===== src/rtl/bba_pkg.sv =====
// Package for the buddy block allocator: sizes, table entry layout,
// register indexes and the command/status structs between controller and datapath.
// No dependencies.
`default_nettype none

package bba_pkg;

    localparam int MAX_ORDER = 10;
    localparam int UNIT_W    = MAX_ORDER;
    localparam int UNITS     = 1 << MAX_ORDER;
    localparam int ORD_W     = 5;
    localparam int MAX_LOG   = 16;

    localparam logic [7:0] CFG_MIN_LOG = 8'd0;
    localparam logic [7:0] CFG_HDR     = 8'd1;

    localparam logic [4:0] RST_MIN_LOG = 5'd7;
    localparam logic [6:0] RST_HDR     = 7'd16;

    typedef struct packed {
        logic             head;
        logic             free;
        logic [ORD_W-1:0] order;
    } entry_t;

    localparam int ENTRY_W = $bits(entry_t);

    typedef struct packed {
        logic clr_step;
        logic accept;
        logic prep;
        logic order;
        logic set_fail;
        logic scan_init;
        logic scan_rd;
        logic scan_chk;
        logic split;
        logic mark;
        logic rel_rd;
        logic rel_chk;
        logic bud_rd;
        logic bud_chk;
        logic rel_wr;
        logic out_load;
    } cmd_t;

    typedef struct packed {
        logic clr_last;
        logic act_rel;
        logic fail;
        logic rel_ok;
        logic scan_end;
        logic found_now;
        logic split_more;
        logic rel_live;
        logic o_max;
        logic merge;
        logic out_free;
    } sts_t;

endpackage

`default_nettype wire


===== src/rtl/bba_ctrl.sv =====
// Controller state machine of the buddy block allocator.
// Depends on bba_pkg.
`default_nettype none

module bba_ctrl (
    input  wire logic          aclk,
    input  wire logic          aresetn,
    input  wire logic          s_valid,
    output logic               s_ready,
    input  wire bba_pkg::sts_t sts,
    output bba_pkg::cmd_t      cmd
);
    import bba_pkg::*;

    typedef enum logic [14:0] {
        ST_CLEAR    = 15'b000000000000001,
        ST_IDLE     = 15'b000000000000010,
        ST_PREP     = 15'b000000000000100,
        ST_ORDER    = 15'b000000000001000,
        ST_CHECK    = 15'b000000000010000,
        ST_SCAN_RD  = 15'b000000000100000,
        ST_SCAN_CHK = 15'b000000001000000,
        ST_SPLIT    = 15'b000000010000000,
        ST_MARK     = 15'b000000100000000,
        ST_REL_RD   = 15'b000001000000000,
        ST_REL_CHK  = 15'b000010000000000,
        ST_BUD_RD   = 15'b000100000000000,
        ST_BUD_CHK  = 15'b001000000000000,
        ST_REL_WR   = 15'b010000000000000,
        ST_DONE     = 15'b100000000000000
    } state_t;

    state_t state_reg, state_next;

    always_ff @(posedge aclk) begin
        if (!aresetn) begin
            state_reg <= ST_CLEAR;
        end else begin
            state_reg <= state_next;
        end
    end

    assign s_ready = (state_reg == ST_IDLE);

    always_comb begin
        state_next = state_reg;
        cmd        = '0;
        unique case (state_reg)
            ST_CLEAR: begin
                cmd.clr_step = 1'b1;
                if (sts.clr_last) state_next = ST_IDLE;
            end
            ST_IDLE: begin
                if (s_valid) begin
                    cmd.accept = 1'b1;
                    state_next = ST_PREP;
                end
            end
            ST_PREP: begin
                cmd.prep   = 1'b1;
                state_next = ST_ORDER;
            end
            ST_ORDER: begin
                cmd.order  = 1'b1;
                state_next = ST_CHECK;
            end
            ST_CHECK: begin
                priority if (sts.act_rel) begin
                    state_next = sts.rel_ok ? ST_REL_RD : ST_DONE;
                end else if (sts.fail) begin
                    cmd.set_fail = 1'b1;
                    state_next   = ST_DONE;
                end else begin
                    cmd.scan_init = 1'b1;
                    state_next    = ST_SCAN_RD;
                end
            end
            ST_SCAN_RD: begin
                cmd.scan_rd = 1'b1;
                state_next  = ST_SCAN_CHK;
            end
            ST_SCAN_CHK: begin
                cmd.scan_chk = 1'b1;
                if (sts.scan_end) begin
                    if (sts.found_now) begin
                        state_next = ST_SPLIT;
                    end else begin
                        cmd.set_fail = 1'b1;
                        state_next   = ST_DONE;
                    end
                end else begin
                    state_next = ST_SCAN_RD;
                end
            end
            ST_SPLIT: begin
                if (sts.split_more) begin
                    cmd.split = 1'b1;
                end else begin
                    state_next = ST_MARK;
                end
            end
            ST_MARK: begin
                cmd.mark   = 1'b1;
                state_next = ST_DONE;
            end
            ST_REL_RD: begin
                cmd.rel_rd = 1'b1;
                state_next = ST_REL_CHK;
            end
            ST_REL_CHK: begin
                if (sts.rel_live) begin
                    cmd.rel_chk = 1'b1;
                    state_next  = ST_BUD_RD;
                end else begin
                    state_next = ST_DONE;
                end
            end
            ST_BUD_RD: begin
                if (sts.o_max) begin
                    state_next = ST_REL_WR;
                end else begin
                    cmd.bud_rd = 1'b1;
                    state_next = ST_BUD_CHK;
                end
            end
            ST_BUD_CHK: begin
                if (sts.merge) begin
                    cmd.bud_chk = 1'b1;
                    state_next  = ST_BUD_RD;
                end else begin
                    state_next = ST_REL_WR;
                end
            end
            ST_REL_WR: begin
                cmd.rel_wr = 1'b1;
                state_next = ST_DONE;
            end
            ST_DONE: begin
                if (sts.out_free) begin
                    cmd.out_load = 1'b1;
                    state_next   = ST_IDLE;
                end
            end
            default: begin
                state_next = ST_CLEAR;
            end
        endcase
    end

endmodule

`default_nettype wire


===== config.mk =====
export PLATFORM = sky130hd
export DESIGN_NAME = bba_ctrl
export DESIGN_NICKNAME = d
export VERILOG_FILES = /design/src/rtl/bba_pkg.sv /design/src/rtl/bba_ctrl.sv
export SDC_FILE = /design/constraint.sdc
export NUM_CORES = 1
export LEC_CHECK = 0
export BUFFER_PORTS_ARGS = -buffer_cell sky130_fd_sc_hd__buf_2
export CORE_MARGIN = 8
export CORE_UTILIZATION = 46
export CTS_CLUSTER_DIAMETER = 200
export DETAILED_ROUTE_END_ITERATION = 16
export GPL_ROUTABILITY_DRIVEN = 1
export MAX_ROUTING_LAYER = met4
export PLACE_DENSITY = 0.75
export SYNTH_ARGS = -nofsm -noshare
export SYNTH_HDL_FRONTEND = slang
export SYNTH_SLANG_ARGS = --single-unit

===== constraint.sdc =====
create_clock -name aclk -period 1.8 [get_ports aclk]
set_input_delay 0.18 -clock aclk [delete_from_list [all_inputs] [get_ports aclk]]
set_output_delay 0.18 -clock aclk [all_outputs]
set_load 0.03 [all_outputs]

==> results of run 1 <==
cells in the mapped netlist, types with 2 or more instances:
cell type and number:
or4b_2 3, and4_1 2, nand2b_1 2, nor3_2 2, nor2b_1 2, a31oi_1 2, clkbuf_1 5, nor4b_1 4
o31ai_1 3, nand4_1 2, and2_1 4, or4_1 4, inv_1 4, o21a_1 3, a21boi_0 2, and3_1 3
o21ai_0 2, nor3_1 9, xnor2_1 3, nor4_2 2, nand2_1 13, xor2_1 3, nor3b_1 4, buf_6 2
nor2_1 18, nor4_1 5, buf_2 4, a21oi_1 3, nand3_1 5, dfxtp_1 15
area by class of cell:
type	count	share of cell area [%]
inverters	4	0.735
repair buffers	81	33.1
clock buffers	4	1.29
flip-flops and latches	15	15.3
well taps	28	1.72
multi-input cells	114	47.8
worst min-delay path by stage:
stage / startpoint / end / slack (ps) / cells past startpoint
2_1_floorplan: sts[9] / state_reg[9]$_SDFFE_PN0P_ / 310 / 2
3_3_place_gp: sts[7] / state_reg[9]$_SDFFE_PN0P_ / 440 / 3
3_5_place_dp: sts[7] / state_reg[9]$_SDFFE_PN0P_ / 460 / 3
4_1_cts: sts[7] / state_reg[9]$_SDFFE_PN0P_ / 130 / 3
5_1_grt: sts[7] / state_reg[9]$_SDFFE_PN0P_ / 130 / 3
6_report: sts[7] / state_reg[9]$_SDFFE_PN0P_ / 130 / 3
worst max-delay path, stage by stage (launching register included):
cell	delay, ps
dfxtp_2	340
or4_4	590
nor3_4	250
buf_4	190
and3_2	230
buf_4	170
report_power, final:
group / total (mW) / switching (mW) / leakage [nW] / internal [mW]
Combinational: 0.470 / 0.255 / 0.717 / 0.214
Sequential: 0.353 / 0.00917 / 0.125 / 0.344
Clock: 0.211 / 0.125 / 0.0150 / 0.0864
Total: 1.03 / 0.389 / 0.858 / 0.645
repair_timing:
action,in CTS,in global routing
endpoints found under the setup margin,20,23
cloned,0,0
pin swaps,18,11
buffers inserted,5,9
gates resized for setup,56,26
hold endpoints to repair,0,0
logic make-up after synthesis:
group	after synthesis
flip-flops	15
AND/OR/NAND/NOR	90
buffers and inverters	15
AO/OA/AOI/OAI	18
XOR/XNOR	6
stage by stage:
step           setup TNS, ps  cells  util [%]
2_1_floorplan          -1580    144         -
3_3_place_gp            -490    229      72.4
3_5_place_dp            -825    229      72.4
4_1_cts                -3820    238      83.6
5_1_grt                -7190    246      91.4
6_report               -5740    246      91.4
metal layers:
| metal | track usage, % | wire [um] | vias up |
|---|---|---|---|
| met3 | 5.15 | 716 | 61 |
| li1 | - | - | 671 |
| met2 | 40.2 | 2720 | 169 |
| met4 | 11.4 | 369 | 0 |
| met1 | 26.0 | 2130 | 761 |
| met5 | - | 0 | - |
==> results.json, run 1 <==
{
  "htree_num_levels": 1,
  "rsz0062_at_grt": "true",
  "crit_path_max_fanout": 4,
  "synthCells": 144,
  "hold_buffers": 0,
  "die_y_um": 64.8,
  "die-area_um2": 4200,
  "status": "finished, violations left",
  "crit_path_start": "state_reg[11]$_SDFFE_PN0P_",
  "std_cell_rows": 17,
  "ys_ff_latch": 15,
  "drive_above_1_share_pct": 61.9,
  "vias": 1662,
  "dpl_cell_area_um2": 1620,
  "die_w_um": 64.8,
  "min_period_ps": 2260,
  "crit_end": "cmd[8]",
  "insertion_delay_ps": 300,
  "track_usage_pct": 23.8,
  "multi_input_area_um2": 976,
  "violations": "setup timing",
  "grt_max_degree": 13,
  "initial_utilization_pct": 49.1,
  "synthAdderAreaFrac_pct": 0,
  "synth_area_leaders": "dfxtp_1 27%, nor2_1 6.2%, nand2_1 4.5%",
  "syn-num-nets": 158,
  "yosysSeqAreaShare_pct": 27.4,
  "place_hpwl_mm": 2.97,
  "max_freq_mhz": 443,
  "yosys.area.top_type_share_pct": 27.4,
  "dominantRegCellSynth": "dfxtp_1",
  "gp_congestion": 0.964,
  "async_flop_share_pct": 0,
  "overflow": 0,
  "layout_common_cells": "41 x buf_4, 27 x buf_6, 13 x buf_2",
  "reg2reg_depth": 7,
  "wl_per_cell_um": 24.1,
  "final_area_um2": 2040,
  "relSlewSlack_pct": 61.8,
  "synth_top_cell_by_area": "dfxtp_1",
  "drt_iter0_drc": 228,
  "drt-total-wl_mm": 5.93,
  "n_antenna_cell": 0,
  "startpoint_type": "register",
  "largest_reg_flops": 15,
  "hp-class": "primary input to register",
  "boundaryPins": 31,
  "timing_worst_slew_pin_value_ps": 565,
  "core_area_um2": 2230,
  "critPathCaptureType": "output port",
  "antenna_found_initial": 0,
  "muxShareOfSynthArea_pct": 0,
  "path_clk_slew_ps": 110,
  "worstSetupPathType": "register to output port",
  "grt_pass1_wl_mm": 7.77,
  "total_power_mw": 1.03,
  "clockBufferDepth": 2,
  "area_growth_pct": 86.3,
  "r2r_slack_ps": -220,
  "synth-xor-area-share_pct": 4.79,
  "mostFrequentLayoutCell": "buf_4",
  "regToRegStartpoint": "state_reg[6]$_SDFFE_PN0P_",
  "synth-compound-area-share_pct": 11.3,
  "hold-worst-slack_ps": 128,
  "min_period_over_period_pct": 125,
  "finalHoldViolations": 0,
  "drc_errors": 0,
  "cts_buffers": 3,
  "ys_types": 39,
  "r2r-end": "state_reg[0]$_SDFFE_PN1P_",
  "dp_slack_ps": -157,
  "cts.sinks": 15,
  "skew_ps": 20.1,
  "netlist_area_um2": 1100,
  "grt_pass1_vias": 1609,
  "drt_pass1_iterations": 5,
  "p_per_area_nw_per_um2": 506,
  "ir_worst_vdd_mv": 0.617,
  "p_leak_nw": 0.858,
  "vias_per_cell": 6.76,
  "ff_latch_area_um2": 313,
  "synth_top_family_by_area": "simple AND/OR/NAND/NOR gates",
  "cts-root-buf": "clkbuf_4",
  "slew_viol_final": 0,
  "cp.required_ps": 1620,
  "postRouteAntennaNets": 0,
  "fin_ws_ps": -457,
  "avgSynthCellArea_um2": 7.61,
  "yosys.area_share.simple_pct": 49.5,
  "cts_tree": "yes",
  "synth-edff-count": 0,
  "ys_warn_count": 0,
  "nets": 233,
  "fillerInstances": 84,
  "setup-violations-final": 23,
  "crit_arrival_ps": 2080,
  "maxCapViolCount": 0,
  "port_buffers": 30
}
No activity file was read; power rests on OpenSTA's default activity.
==> run 2, diff against run 1 <==
--- a/config.mk
+++ b/config.mk
@@ -5,7 +5,7 @@
 export SDC_FILE = /design/constraint.sdc
 export NUM_CORES = 1
 export LEC_CHECK = 0
-export BUFFER_PORTS_ARGS = -buffer_cell sky130_fd_sc_hd__buf_2
+export BUFFER_PORTS_ARGS = -buffer_cell sky130_fd_sc_hd__buf_4
 export CORE_MARGIN = 8
 export CORE_UTILIZATION = 46
 export CTS_CLUSTER_DIAMETER = 200
==> results.json, run 2 <==
{
  "status": "did not finish",
  "stop_stage": "global routing (5_1_grt)",
  "error_message": "[ERROR DPL-0033] detailed placement checks failed during check placement.",
  "std_cell_rows": 17,
  "synth_top_cell_by_area": "dfxtp_1",
  "syn-num-nets": 158,
  "cts.sinks": 15,
  "ys_warn_count": 0,
  "boundaryPins": 31,
  "synth-edff-count": 0,
  "die_w_um": 64.8,
  "ys_types": 39,
  "antenna_found_initial": 0,
  "yosys.area.top_type_share_pct": 27.4,
  "netlist_area_um2": 1100,
  "worst-endpoint-pin-kind": "primary output",
  "ys_ff_latch": 15,
  "netlist_top_cells_count": "18 x nor2_1, 15 x dfxtp_1, 13 x nand2_1, 9 x nor3_1",
  "yosysSeqAreaShare_pct": 27.4,
  "place_hpwl_mm": 2.89,
  "clockBufferDepth": 2,
  "async_flop_share_pct": 0,
  "cts_buffers": 3,
  "synth_area_leaders": "dfxtp_1 27%, nor2_1 6.2%, nand2_1 4.5%",
  "synthCells": 144,
  "cts-root-buf": "clkbuf_4",
  "htree_num_levels": 1,
  "crit_endpoint": "cmd[5]",
  "synth_most_common_cell": "nor2_1",
  "initial_utilization_pct": 49.1,
  "avgSynthCellArea_um2": 7.61,
  "grt_max_degree": 13,
  "dpl_cell_area_um2": 1690,
  "gp_congestion": 0.930,
  "die_y_um": 64.8,
  "port_buffers": 30,
  "hold_buffers": 0,
  "dominantRegCellSynth": "dfxtp_1"
}
-- run 2: cell counts after synthesis --
No cell type changed its count.
-- run 2: per-stage QoR --
step / setup WS [ps] / utilization [%] / instances
floorplan: -223 / - / 144
global placement: -95.4 / 75.6 / 227
detailed placement: -129 / 75.6 / 227
CTS: -334 / 90.0 / 246
-- run 2: cell families after synthesis --
logic type | Yosys count | share of synthesized area, %
flops | 15 | 27.4
compound gates | 18 | 11.3
xor+xnor | 6 | 4.80
buf+inv | 15 | 6.96
simple gates | 90 | 49.5
-- run 2: repair_timing --
item,CTS
pin swaps,20
buffers inserted,16
resized for setup,49
endpoints found under the setup margin,21
hold endpoints to repair,0
==> run 3, diff against run 2 <==
==> config.mk (replaced) <==
export PLATFORM = sky130hd
export DESIGN_NAME = bba_ctrl
export DESIGN_NICKNAME = d
export VERILOG_FILES = /design/src/rtl/bba_pkg.sv /design/src/rtl/bba_ctrl.sv
export SDC_FILE = /design/constraint.sdc
export NUM_CORES = 1
export LEC_CHECK = 0
export BUFFER_PORTS_ARGS = -buffer_cell sky130_fd_sc_hd__buf_4
export CORE_AREA = 8 8 69 71
export DETAILED_ROUTE_END_ITERATION = 16
export DIE_AREA = 0 0 77 79
export GPL_ROUTABILITY_DRIVEN = 1
export PLACE_DENSITY_LB_ADDON = 0.15
export SYNTH_ARGS = -nofsm -noshare
export SYNTH_HDL_FRONTEND = slang
export SYNTH_SLANG_ARGS = --single-unit
==> constraint.sdc (replaced) <==
create_clock -name aclk -period 2.3 [get_ports aclk]
set_input_delay 0.23 -clock aclk [delete_from_list [all_inputs] [get_ports aclk]]
set_output_delay 0.23 -clock aclk [all_outputs]
set_load 0.03 [all_outputs]
==> results.json, run 3 (synthesis results as in run 1) <==
{
  "skew_ps": 3.06,
  "ir_worst_vdd_mv": 0.321,
  "hp-start": "sts[7]",
  "grt_max_degree": 13,
  "slowest_delay_ps": 590,
  "regToRegStartpoint": "state_reg[1]$_SDFFE_PN0P_",
  "crit_buf_inv": 1,
  "p_leak_nw": 0.640,
  "core_area_um2": 3800,
  "crit_slowest_cell": "or4_4",
  "insertion_delay_ps": 250,
  "setup-violations-final": 0,
  "hold_buffers": 0,
  "area_growth_pct": 39.5,
  "wl_per_cell_um": 14.7,
  "largest_reg_flops": 15,
  "path_cells": "or4_4, nor3_4, nand2_2, nor3b_1, or2_2, buf_4",
  "crit_path_start": "state_reg[10]$_SDFFE_PN0P_",
  "status": "complete, no violations",
  "boundaryPins": 31,
  "drt_iter0_drc": 70,
  "postRouteAntennaNets": 0,
  "p_per_area_nw_per_um2": 457,
  "maxCapViolCount": 0,
  "multi_input_area_um2": 767,
  "r2r_slack_ps": 340,
  "startpoint_type": "register",
  "max_freq_mhz": 448,
  "nets": 197,
  "finalHoldViolations": 0,
  "clockBufferDepth": 2,
  "rsz0062_at_grt": "true",
  "drc_errors": 0,
  "min_period_over_period_pct": 97.1,
  "layout_common_cells": "45 x buf_4, 18 x nor2_1, 14 x dfxtp_1",
  "final_cells": 232,
  "drt-total-wl_mm": 3.42,
  "grt_pass1_wl_mm": 5.70,
  "die-area_um2": 6080,
  "final_area_um2": 1530,
  "crit_arrival_ps": 2000,
  "critPathCaptureType": "output port",
  "timing_worst_slew_pin_value_ps": 554,
  "cts.sinks": 15,
  "port_buffers": 30,
  "die_y_um": 79,
  "total_power_mw": 0.699,
  "cts_buffers": 3,
  "antenna_found_initial": 0,
  "place_hpwl_mm": 2.64,
  "relSlewSlack_pct": 62.5,
  "die_w_um": 77,
  "crit_path_max_fanout": 6,
  "path_clk_slew_ps": 60,
  "path_delay_family": "simple AND/OR/NAND/NOR gates",
  "track_usage_pct": 11.2,
  "worstSetupPathType": "register to output port",
  "grt_pass1_vias": 1171,
  "cp.required_ps": 2070,
  "cts_tree": "yes",
  "htree_num_levels": 1,
  "drt_pass1_iterations": 4,
  "fin_util_pct": 40.3,
  "dpl_cell_area_um2": 1430,
  "hp-class": "primary input to register",
  "dpl.cell_count": 224,
  "ff_latch_area_um2": 302,
  "fillerInstances": 408,
  "initial_utilization_pct": 28.9,
  "min_period_ps": 2230,
  "vias": 1186,
  "std_cell_rows": 23,
  "vias_per_cell": 5.11,
  "cts-root-buf": "clkbuf_8",
  "n_antenna_cell": 0,
  "slew_viol_final": 0,
  "gp_congestion": 0.870,
  "overflow": 0,
  "mostFrequentLayoutCell": "buf_4",
  "drive_above_1_share_pct": 36.8
}
## run 3: where the power goes
part | internal, mW | switching (mW) | total, mW
Sequential | 0.268 | 0.00995 | 0.278
Clock | 0.123 | 0.0971 | 0.220
Combinational | 0.0855 | 0.116 | 0.201
Total | 0.476 | 0.223 | 0.699
## run 3: layout make-up
class,instances,share of cell area [%]
multi-input combinational,114,50.2
timing repair buffer,45,22.1
sequential,15,19.7
tap,50,4.09
clock buffer,4,2.95
inverter,4,0.982
## run 3: path summary, 6_finish.rpt
path / end / depth (start not counted)
min reg2reg: state_reg[4]$_SDFFE_PN0P_ / 2
max: cmd[11] / 6
max reg2reg: state_reg[8]$_SDFFE_PN0P_ / 6
min: state_reg[9]$_SDFFE_PN0P_ / 3
## run 3: worst reg2reg max path: cells and delay by family, from the launching register on
kind	cells	cell delay, ps
flip-flops	1	320
buffers and inverters	1	160
AO/OA/AOI/OAI	2	340
AND/OR/NAND/NOR	3	1020
## run 3: layer usage
metal	wire length [um]	vias up	part of all wire (%)	global-route usage (%)
met5	0	-	0	0
met4	30	0	0.88	3.77
met3	164	3	4.8	2.37
met2	1640	28	48	18.3
met1	1580	553	46	14.3
li1	-	602	-	-
## run 3: stage by stage
step                setup WS, ps  hold WS (ps)  TNS [ps]
floorplan                  -19.1           356     -33.3
global placement             186           490         0
detailed placement           140           501         0
CTS                         7.31           232         0
global route               -6.24           239     -6.24
finish                      66.1           236         0
## run 3: repair_timing
action	4_1_cts	5_1_grt
gates resized for setup	2	5
setup buffers	1	3
pin swaps	1	3
endpoints found under the setup margin	3	7
